**config.mk**
```make
export PLATFORM = sky130hd
export DESIGN_NAME = lba_track_chunker
export DESIGN_NICKNAME = d
export VERILOG_FILES = /design/src/design/ltc_pkg.sv /design/src/design/lba_track_chunker.sv /design/src/design/ltc_divider.sv
export VERILOG_INCLUDE_DIRS = /design/src /design/src/design
export SDC_FILE = /design/constraint.sdc
export NUM_CORES = 1
export LEC_CHECK = 0
export ABC_AREA = 1
export BUFFER_PORTS_ARGS = -buffer_cell sky130_fd_sc_hd__buf_2
export CORE_ASPECT_RATIO = 0.8
export CORE_MARGIN = 2
export CORE_UTILIZATION = 39
export CTS_CLUSTER_DIAMETER = 60
export DETAILED_ROUTE_END_ITERATION = 12
export PLACE_DENSITY = 0.63
export SLEW_MARGIN = 20
export SYNTH_ARGS = -nofsm -noshare
export SYNTH_HDL_FRONTEND = slang
export SYNTH_SLANG_ARGS = --single-unit
```
**constraint.sdc**
```tcl
create_clock -name clock -period 3 [get_ports clock]
set_clock_uncertainty 0.2 [all_clocks]
set_input_delay 0.15 -clock clock [delete_from_list [all_inputs] [get_ports clock]]
set_output_delay 0.15 -clock clock [all_outputs]
set_load 0.05 [all_outputs]
```
**src/design/assert_macros.svh**
```systemverilog
// shared assertion macros
`ifndef ASSERT_MACROS_SVH
`define ASSERT_MACROS_SVH

// property must hold at every rising clock edge outside reset
`define ASSERT_CHECK(lbl, clk, rst, prop, msg) \
   lbl: assert property (@(posedge clk) disable iff (rst) prop) else $error(msg);

// expression must never be true outside reset
`define ASSERT_NEVER(lbl, clk, rst, expr, msg) \
   lbl: assert property (@(posedge clk) disable iff (rst) !(expr)) else $error(msg);

`endif

```
**src/design/ltc_pkg.sv**
```systemverilog
`timescale 1ns / 1ps
`default_nettype none

package ltc_pkg;

   localparam int LBA_W     = 13;
   localparam int COUNT_W   = 10;
   localparam int SPT_W     = 6;
   localparam int PCYL_W    = 7;
   localparam int CYL_W     = 7;
   localparam int SEG_W     = 6;
   localparam int RES_CNT_W = 6;

   localparam int MAX_RESULTS = 58;

   localparam logic [SPT_W-1:0] SPT_SMALL = 6'd18;
   localparam logic [SPT_W-1:0] SPT_LARGE = 6'd36;

   typedef enum logic [1:0] {
      STATUS_SEGMENT = 2'd0,
      STATUS_REJECT  = 2'd1,
      STATUS_EMPTY   = 2'd2
   } status_type;

   typedef enum logic [2:0] {
      ST_IDLE,
      ST_CHECK,
      ST_DIVIDE,
      ST_LOCATE,
      ST_SEGMENT,
      ST_RESULT
   } state_type;

   typedef struct packed {
      logic busy;
      logic done;
   } div_status_type;

endpackage

`default_nettype wire

```
**src/design/lba_track_chunker.sv**
```systemverilog
`timescale 1ns / 1ps
`default_nettype none
`include "assert_macros.svh"

// channel   direction  handshake             payload
// req_      in         req_tvalid/tready     tuser op, tdata start_block/block_count
// rsp_      out        rsp_tvalid/tready     tuser status/is_write, tdata segment, tlast
// csr_      in         csr_we                csr_wdata track_sectors
//
// a request is taken only in idle; the next one is taken after the final result is taken
// rejected and empty requests go from the check state straight to the result state
// a segment request runs the divide, locate and segment states to its first result;
// the 13-step restoring divider splits the block address by sectors per cylinder
// each further segment passes the segment state again while rsp_tready stays high;
// a low rsp_tready holds the result register and the sequencer
// reset is synchronous; sectors-per-track clears to 0 (every request rejected)

module lba_track_chunker
   import ltc_pkg::*;
#(
   parameter int MAX_SEGMENT = 36,
   parameter int CYLINDERS   = 80,
   parameter int HEAD_COUNT  = 2
) (
   input  wire logic              clock,
   input  wire logic              reset,
   input  wire logic              req_tvalid,
   output logic                   req_tready,
   input  wire logic [23:0]       req_tdata,   // start_block[12:0], block_count[22:13]
   input  wire logic              req_tuser,   // op
   output logic                   rsp_tvalid,
   input  wire logic              rsp_tready,
   output logic      [23:0]       rsp_tdata,   // cylinder[6:0], head_sel[7],
                                               // first_sector[13:8], segment_len[19:14]
   output logic      [2:0]        rsp_tuser,   // status[1:0], is_write[2]
   output logic                   rsp_tlast,
   input  wire logic              csr_we,
   input  wire logic [SPT_W-1:0]  csr_wdata
);

   localparam int   DISK_W   = PCYL_W + $clog2(CYLINDERS + 1);
   localparam int   CHK_W    = ((DISK_W > LBA_W) ? DISK_W : LBA_W) + 1;
   localparam logic ONE_HEAD = (HEAD_COUNT == 1);
   localparam logic [COUNT_W-1:0] MAX_SEG_C = COUNT_W'(MAX_SEGMENT);

   state_type              state_ff, state_in;
   logic [SPT_W-1:0]       spt_ff;

   logic                   op_ff, op_in;
   logic [LBA_W-1:0]       lba_ff, lba_in;
   logic [COUNT_W-1:0]     remain_ff, remain_in;
   logic [DISK_W-1:0]      disk_ff, disk_in;
   logic [LBA_W-1:0]       cyl_ff, cyl_in;
   logic                   head_ff, head_in;
   logic [SPT_W-1:0]       sec_ff, sec_in;
   logic [SEG_W-1:0]       cnt_ff, cnt_in;
   logic [RES_CNT_W-1:0]   res_cnt_ff, res_cnt_in;

   status_type             status_ff, status_in;
   logic [CYL_W-1:0]       cyl_out_ff, cyl_out_in;
   logic                   head_out_ff, head_out_in;
   logic [SEG_W-1:0]       first_ff, first_in;
   logic [SEG_W-1:0]       len_ff, len_in;
   logic                   last_ff, last_in;

   logic [PCYL_W-1:0]      per_cyl;
   logic [DISK_W-1:0]      disk_prod;
   logic                   reject;
   logic                   empty;
   logic [COUNT_W-1:0]     avail;
   logic [COUNT_W-1:0]     cnt_min;
   logic [COUNT_W-1:0]     cnt_calc;
   logic [SEG_W-1:0]       seg_len;
   logic                   seg_last;
   logic [SPT_W:0]         sec_sum;
   logic                   track_end;
   logic                   req_accept;
   logic                   div_start;
   div_status_type         div_status;
   logic [LBA_W-1:0]       div_quo;
   logic [PCYL_W-1:0]      div_rem;
   logic                   loc_head;

   ltc_divider u_divider (
      .clock     (clock),
      .reset     (reset),
      .start     (div_start),
      .dividend  (lba_ff),
      .divisor   (per_cyl),
      .status    (div_status),
      .quotient  (div_quo),
      .remainder (div_rem)
   );

   always_ff @(posedge clock) begin
      if (reset) begin
         spt_ff <= '0;
      end else if (csr_we) begin
         spt_ff <= (csr_wdata == SPT_SMALL || csr_wdata == SPT_LARGE) ? csr_wdata : '0;
      end
   end

   always_comb begin
      per_cyl   = ONE_HEAD ? {1'b0, spt_ff} : {spt_ff, 1'b0};
      disk_prod = DISK_W'(per_cyl) * DISK_W'(CYLINDERS);
      reject    = (spt_ff == '0) ||
                  (CHK_W'(lba_ff) > CHK_W'(disk_ff)) ||
                  (CHK_W'(remain_ff) > (CHK_W'(disk_ff) - CHK_W'(lba_ff)));
      empty     = (remain_ff == '0);
      avail     = COUNT_W'(spt_ff - sec_ff);
      cnt_min   = (avail < remain_ff) ? avail : remain_ff;
      cnt_calc  = (cnt_min > MAX_SEG_C) ? MAX_SEG_C : cnt_min;
      seg_len   = cnt_calc[SEG_W-1:0];
      seg_last  = (remain_ff == COUNT_W'(seg_len)) ||
                  (res_cnt_ff == RES_CNT_W'(MAX_RESULTS - 1));
      sec_sum   = {1'b0, sec_ff} + (SPT_W + 1)'(cnt_ff);
      track_end = (sec_sum == {1'b0, spt_ff});
      loc_head  = (div_rem >= {1'b0, spt_ff});
   end

   // next state
   always_comb begin
      state_in = state_ff;
      unique case (state_ff)
         ST_IDLE:    if (req_tvalid) state_in = ST_CHECK;
         ST_CHECK:   state_in = (reject || empty) ? ST_RESULT : ST_DIVIDE;
         ST_DIVIDE:  if (div_status.done) state_in = ST_LOCATE;
         ST_LOCATE:  state_in = ST_SEGMENT;
         ST_SEGMENT: state_in = ST_RESULT;
         ST_RESULT: begin
            if (rsp_tready) state_in = last_ff ? ST_IDLE : ST_SEGMENT;
         end
         default:    state_in = ST_IDLE;
      endcase
   end

   // outputs of the sequencer
   always_comb begin
      req_tready = 1'b0;
      rsp_tvalid = 1'b0;
      div_start  = 1'b0;
      unique case (state_ff)
         ST_IDLE:    req_tready = 1'b1;
         ST_CHECK:   div_start  = !reject && !empty;
         ST_RESULT:  rsp_tvalid = 1'b1;
         ST_DIVIDE, ST_LOCATE, ST_SEGMENT: begin
         end
         default: begin
         end
      endcase
   end

   assign req_accept = req_tvalid && req_tready;

   // datapath
   always_comb begin
      op_in       = op_ff;
      lba_in      = lba_ff;
      remain_in   = remain_ff;
      disk_in     = disk_ff;
      cyl_in      = cyl_ff;
      head_in     = head_ff;
      sec_in      = sec_ff;
      cnt_in      = cnt_ff;
      res_cnt_in  = res_cnt_ff;
      status_in   = status_ff;
      cyl_out_in  = cyl_out_ff;
      head_out_in = head_out_ff;
      first_in    = first_ff;
      len_in      = len_ff;
      last_in     = last_ff;
      unique case (state_ff)
         ST_IDLE: begin
            if (req_accept) begin
               op_in      = req_tuser;
               lba_in     = req_tdata[LBA_W-1:0];
               remain_in  = req_tdata[LBA_W+COUNT_W-1:LBA_W];
               disk_in    = disk_prod;
               res_cnt_in = '0;
            end
         end
         ST_CHECK: begin
            if (reject || empty) begin
               status_in   = reject ? STATUS_REJECT : STATUS_EMPTY;
               cyl_out_in  = '0;
               head_out_in = 1'b0;
               first_in    = '0;
               len_in      = '0;
               last_in     = 1'b1;
            end
         end
         ST_LOCATE: begin
            cyl_in  = div_quo;
            head_in = loc_head;
            sec_in  = loc_head ? SPT_W'(div_rem - {1'b0, spt_ff}) : div_rem[SPT_W-1:0];
         end
         ST_SEGMENT: begin
            status_in   = STATUS_SEGMENT;
            cyl_out_in  = cyl_ff[CYL_W-1:0];
            head_out_in = head_ff;
            first_in    = sec_ff + 1'b1;
            len_in      = seg_len;
            last_in     = seg_last;
            cnt_in      = seg_len;
         end
         ST_RESULT: begin
            if (rsp_tready && !last_ff) begin
               remain_in  = remain_ff - COUNT_W'(cnt_ff);
               res_cnt_in = res_cnt_ff + 1'b1;
               sec_in     = track_end ? '0 : sec_sum[SPT_W-1:0];
               // step to the next track, then the next cylinder
               if (track_end) begin
                  if (ONE_HEAD || head_ff) begin
                     head_in = 1'b0;
                     cyl_in  = cyl_ff + 1'b1;
                  end else begin
                     head_in = 1'b1;
                  end
               end
            end
         end
         ST_DIVIDE: begin
         end
         default: begin
         end
      endcase
   end

   always_ff @(posedge clock) begin
      if (reset) begin
         state_ff <= ST_IDLE;
      end else begin
         state_ff <= state_in;
      end
   end

   always_ff @(posedge clock) begin
      op_ff       <= op_in;
      lba_ff      <= lba_in;
      remain_ff   <= remain_in;
      disk_ff     <= disk_in;
      cyl_ff      <= cyl_in;
      head_ff     <= head_in;
      sec_ff      <= sec_in;
      cnt_ff      <= cnt_in;
      res_cnt_ff  <= res_cnt_in;
      status_ff   <= status_in;
      cyl_out_ff  <= cyl_out_in;
      head_out_ff <= head_out_in;
      first_ff    <= first_in;
      len_ff      <= len_in;
      last_ff     <= last_in;
   end

   assign rsp_tdata = {4'b0000, len_ff, first_ff, head_out_ff, cyl_out_ff};
   assign rsp_tuser = {op_ff, status_ff};
   assign rsp_tlast = last_ff;

   `ASSERT_CHECK(a_seg_in_track, clock, reset, (rsp_tvalid && status_ff == STATUS_SEGMENT) |-> (len_ff != '0 && first_ff != '0 && (7'(first_ff) + 7'(len_ff)) <= (7'(spt_ff) + 7'd1)), "segment leaves its track")
   `ASSERT_CHECK(a_nonseg_last, clock, reset, (rsp_tvalid && status_ff != STATUS_SEGMENT) |-> (last_ff && len_ff == '0), "non-segment result not final")
   `ASSERT_CHECK(a_result_cap, clock, reset, rsp_tvalid |-> (res_cnt_ff < RES_CNT_W'(MAX_RESULTS)), "too many results for one request")
   `ASSERT_CHECK(a_div_owned, clock, reset, div_status.busy |-> (state_ff == ST_DIVIDE), "divider running outside divide state")

endmodule

`default_nettype wire

```
**src/design/ltc_divider.sv**
```systemverilog
`timescale 1ns / 1ps
`default_nettype none
`include "assert_macros.svh"

module ltc_divider
   import ltc_pkg::*;
(
   input  wire logic                clock,
   input  wire logic                reset,
   input  wire logic                start,
   input  wire logic [LBA_W-1:0]    dividend,
   input  wire logic [PCYL_W-1:0]   divisor,
   output div_status_type           status,
   output logic      [LBA_W-1:0]    quotient,
   output logic      [PCYL_W-1:0]   remainder
);

   localparam int STEP_W = $clog2(LBA_W);

   logic                busy_ff, busy_in;
   logic                done_ff, done_in;
   logic [STEP_W-1:0]   step_ff, step_in;
   logic [LBA_W-1:0]    quo_ff, quo_in;
   logic [PCYL_W-1:0]   rem_ff, rem_in;
   logic [PCYL_W:0]     shifted;
   logic [PCYL_W:0]     diff;
   logic                fits;

   // one restoring step per cycle, quotient bits shift in from the right
   always_comb begin
      shifted = {rem_ff, quo_ff[LBA_W-1]};
      diff    = shifted - {1'b0, divisor};
      fits    = (shifted >= {1'b0, divisor});
      busy_in = busy_ff;
      done_in = 1'b0;
      step_in = step_ff;
      quo_in  = quo_ff;
      rem_in  = rem_ff;
      if (start) begin
         quo_in  = dividend;
         rem_in  = '0;
         step_in = '0;
         busy_in = 1'b1;
      end else if (busy_ff) begin
         quo_in  = {quo_ff[LBA_W-2:0], fits};
         rem_in  = fits ? diff[PCYL_W-1:0] : shifted[PCYL_W-1:0];
         step_in = step_ff + 1'b1;
         if (step_ff == STEP_W'(LBA_W - 1)) begin
            busy_in = 1'b0;
            done_in = 1'b1;
         end
      end
   end

   always_ff @(posedge clock) begin
      if (reset) begin
         busy_ff <= 1'b0;
         done_ff <= 1'b0;
         step_ff <= '0;
      end else begin
         busy_ff <= busy_in;
         done_ff <= done_in;
         step_ff <= step_in;
      end
   end

   always_ff @(posedge clock) begin
      quo_ff <= quo_in;
      rem_ff <= rem_in;
   end

   assign status.busy = busy_ff;
   assign status.done = done_ff;
   assign quotient    = quo_ff;
   assign remainder   = rem_ff;

   `ASSERT_NEVER(a_start_busy, clock, reset, start && busy_ff, "divider started while busy")
   `ASSERT_NEVER(a_done_busy, clock, reset, done_ff && busy_ff, "divider done while still busy")
   `ASSERT_CHECK(a_done_after_busy, clock, reset, done_ff |-> $past(busy_ff), "done without a run")

endmodule

`default_nettype wire
```
==> impl_metrics.ini <==
[placement]
place_area_um2 = 8771
gp_congestion = 0.8686
place_ws_ns = -0.3720
dp_hpwl_mm = 14.45
io_buffers = 60

[setup_path]
cpMostUsedCell = nand2_2
crit_fanout = 5
slowest_delay_ns = 0.39
crit_arrival_ns = 3.36
cp-end-kind = flip-flop
required_ns = 2.98
crit_path_start_kind = flip-flop
path_cells = ha_4 > inv_2 > fa_2 > nand4_1 > o211ai_1 > inv_2 > ha_4 > nand2_2 > nand2_2 > a21oi_4 > buf_6 > nand3_4 > nand2_2 > nand2_2 > buf_4 > buf_4 > inv_1 > nand4_1 > nand2_1 > nor2_1 > nand3_1 > nand2_1
crit_type = reg2reg
cpMaxStageDelayCell = edfxtp_1

[synthesis]
yosys_warnings = 0
synth_top_area_share_pct = 37.88
avgSynthCellArea_um2 = 8.686
synth_top_cell_by_area = edfxtp_1
ys_seq_area_share_pct = 43.73
ys_top_cells_by_area = edfxtp_1, ha_1, nand2_1, inv_1, dfxtp_1
yosys.cell_types.count = 48
ys_ff_latch = 117
netlist_area_um2 = 7531
synthCells = 867

[route]
drtIter0Drc = 376
avgRoutedWirePerCell_um = 16.05
drtPass1Iterations = 5
detail-route-antenna-nets = 0
vias = 6699
wirelength_mm = 21.57
drc = 0
routed_via_density = 4.984

[clock_tree]
cts_inserted_buffers = 17
clk_pin_slew_ns = 0.06
clock-sinks = 117
root_buffer = clkbuf_16
clkLatencyLatePin_ns = 0.43
htree_levels = 4
cts_tree = built
clockBufferDepth = 2

[final_layout]
area_growth_pct = 42.75
final_util_pct = 56.66
final.fill_count = 1640
final_nets = 1180
fin_area_um2 = 10750
area.sequential_um2 = 3294
n_antenna_cell = 0
multiInputGateArea_um2 = 4375
drive_above_1_share_pct = 33.52

[grt]
grt_usage_pct = 21.29
grt_pass1_wl_mm = 33.60
grtUsageMet2_pct = 34.91
gr-max-usage-layer = met2
met1_usage_pct = 28.72
antenna_found_initial = 0
grt_pass1_vias = 6531
grt_max_degree = 25
overflow = 0
grtUsageMet3_pct = 4.238

[flow_run]
cap_violations = 0

[min_path]
min_path_type = in2reg

[power_and_ir_drop]
pwr-share-seq_pct = 33.1
peakVddDrop_uv = 355.6
intPower_mw = 4.100
finalPower_mw = 6.365
p_comb_share_pct = 34.3
powerDensity_nw_per_um2 = 592.1
p_clk_share_pct = 32.6
leakage_nw = 4.898
p_sw_share_pct = 35.59
p_switching_mw = 2.265

[sta]
hold_viol_final = 0
min_period_ns = 3.384
hold_ws_ns = 0.2327
slew_headroom_pct = 33.00
fmax_mhz = 295.5
grt_setup_unrepaired = yes
fin_ws_ns = -0.3840
post-route-period-util_pct = 112.8
tightest_slew_ns = 0.9945
setup_violations = 81
finalMaxSlewViolations = 0

[die]
die_area_um2 = 20440
start_util_pct = 39.69
ios = 66
die_x_um = 159.4
num_rows = 45
core_um2 = 18970
die_h_um = 128.3

[status]
violations = negative setup slack
status = finished, violations left
==> cell families after synthesis <==
| kind of cell | after synthesis | share of synthesized area, % |
|---|---|---|
| AND/OR/NAND/NOR | 355 | 20.95 |
| buffers and inverters | 156 | 8.656 |
| AO/OA/AOI/OAI | 134 | 10.48 |
| flip-flops | 117 | 43.73 |
| adder cells (fa/ha/maj) | 71 | 12.29 |
| XOR/XNOR | 33 | 3.838 |
| other | 1 | 0.04979 |
==> cells in the mapped netlist (all sizes together) <==
master / number
nand3b: 6
o211ai: 7
nor4: 3
o21ai: 60
buf: 12
o21a: 1
a21oi: 52
conb: 1
clkinv: 2
and2: 1
dfxtp: 22
a41oi: 1
clkbuf: 10
a21o: 3
edfxtp: 95
fa: 5
inv: 132
nand4: 13
a221oi: 1
nor2: 75
o31ai: 2
nand3: 49
nand2: 185
o31a: 1
nor3: 22
a31oi: 4
o22ai: 1
xnor2: 7
xor2: 26
and3: 1
ha: 66
a21boi: 1
==> routing by layer <==
layer | routed length, um | vias to the layer above
li1 | - | 3322
met1 | 10360 | 3183
met2 | 10010 | 168
met3 | 852 | 26
met4 | 344 | 0
met5 | 0 | -
==> what timing repair did <==
item                                    in CTS  in global routing
endpoints found under the setup margin      85                 87
setup buffers                               16                 11
hold buffers                                33                  0
hold endpoints to repair                    35                  0
cloned                                       6                  1
gates resized for setup                     89                 96
pin swaps                                   24                 54
==> sequential cells by signal, indices dropped and copies added, names as in the netlist, 2 cells and up <==
signal and flops:
lba_ff 13, u_divider.quotient 13, remain_ff 10, disk_ff 9, cyl_ff 7, cyl_out_ff 7
u_divider.remainder 7, cnt_ff 6, first_ff 6, len_ff 6, res_cnt_ff 6, sec_ff 6
spt_ff 6, u_divider.step_ff 4, state_ff 3, status_ff 2
==> cell type report <==
type,instances,share of cell area [%]
clock inverter,15,1.571
timing repair buffer,204,15.42
inverter,134,4.702
multi-input combinational,599,40.70
sequential,117,30.64
clock buffer,17,3.957
tap,258,3.003
==> path summary, 6_finish.rpt <==
check                                          start                    to  slack [ns]  cells after the start
worst min-delay path                    req_tdata[9]             lba_ff[9]        0.23                      2
worst max-delay path                       sec_ff[0]             rsp_tlast       -0.38                     22
worst min register to register  u_divider.step_ff[2]  u_divider.step_ff[2]        0.28                      2
worst max register to register             sec_ff[0]             rsp_tlast       -0.38                     22
==> power groups by stage <==
stage	Combinational, mW	Clock, mW	Sequential [mW]
floorplan	1.14	0	2.26
global placement	1.80	0	2.13
detailed placement	1.81	0	2.13
CTS	2.06	2.10	2.10
global route	2.41	2.19	2.12
finish	2.18	2.08	2.11
==> stage by stage <==
| stage | TNS (ns) | cells |
|---|---|---|
| 2_1_floorplan | -0.1350 | 870 |
| 3_3_place_gp | -13.87 | 1255 |
| 3_5_place_dp | -14.16 | 1255 |
| 4_1_cts | -10.30 | 1340 |
| 5_1_grt | -32.07 | 1344 |
| 6_report | -18.77 | 1344 |
==> placed cells by master, fill, tap and decap left out, types with 17 or more instances in the layout <==
cell type	n
a21oi_1	38
buf_2	60
buf_4	88
clkbuf_16	17
dfxtp_1	21
dlygate4sd3_1	33
edfxtp_1	95
ha_1	50
inv_1	116
nand2_1	139
nand2_2	28
nand2_4	17
nand3_1	32
nor2_1	61
nor3_1	17
o21ai_0	34
xor2_1	21
==> critical path: cells and delay by family (launching register included) <==
kind / cells / cell delay [ns]
buffers and inverters: 6 / 0.68
AND/OR/NAND/NOR: 11 / 0.82
flip-flops: 1 / 0.39
AO/OA/AOI/OAI: 2 / 0.30
adder cells (fa/ha/maj): 3 / 0.76
Note: power is estimated with default switching activity, not from simulation.
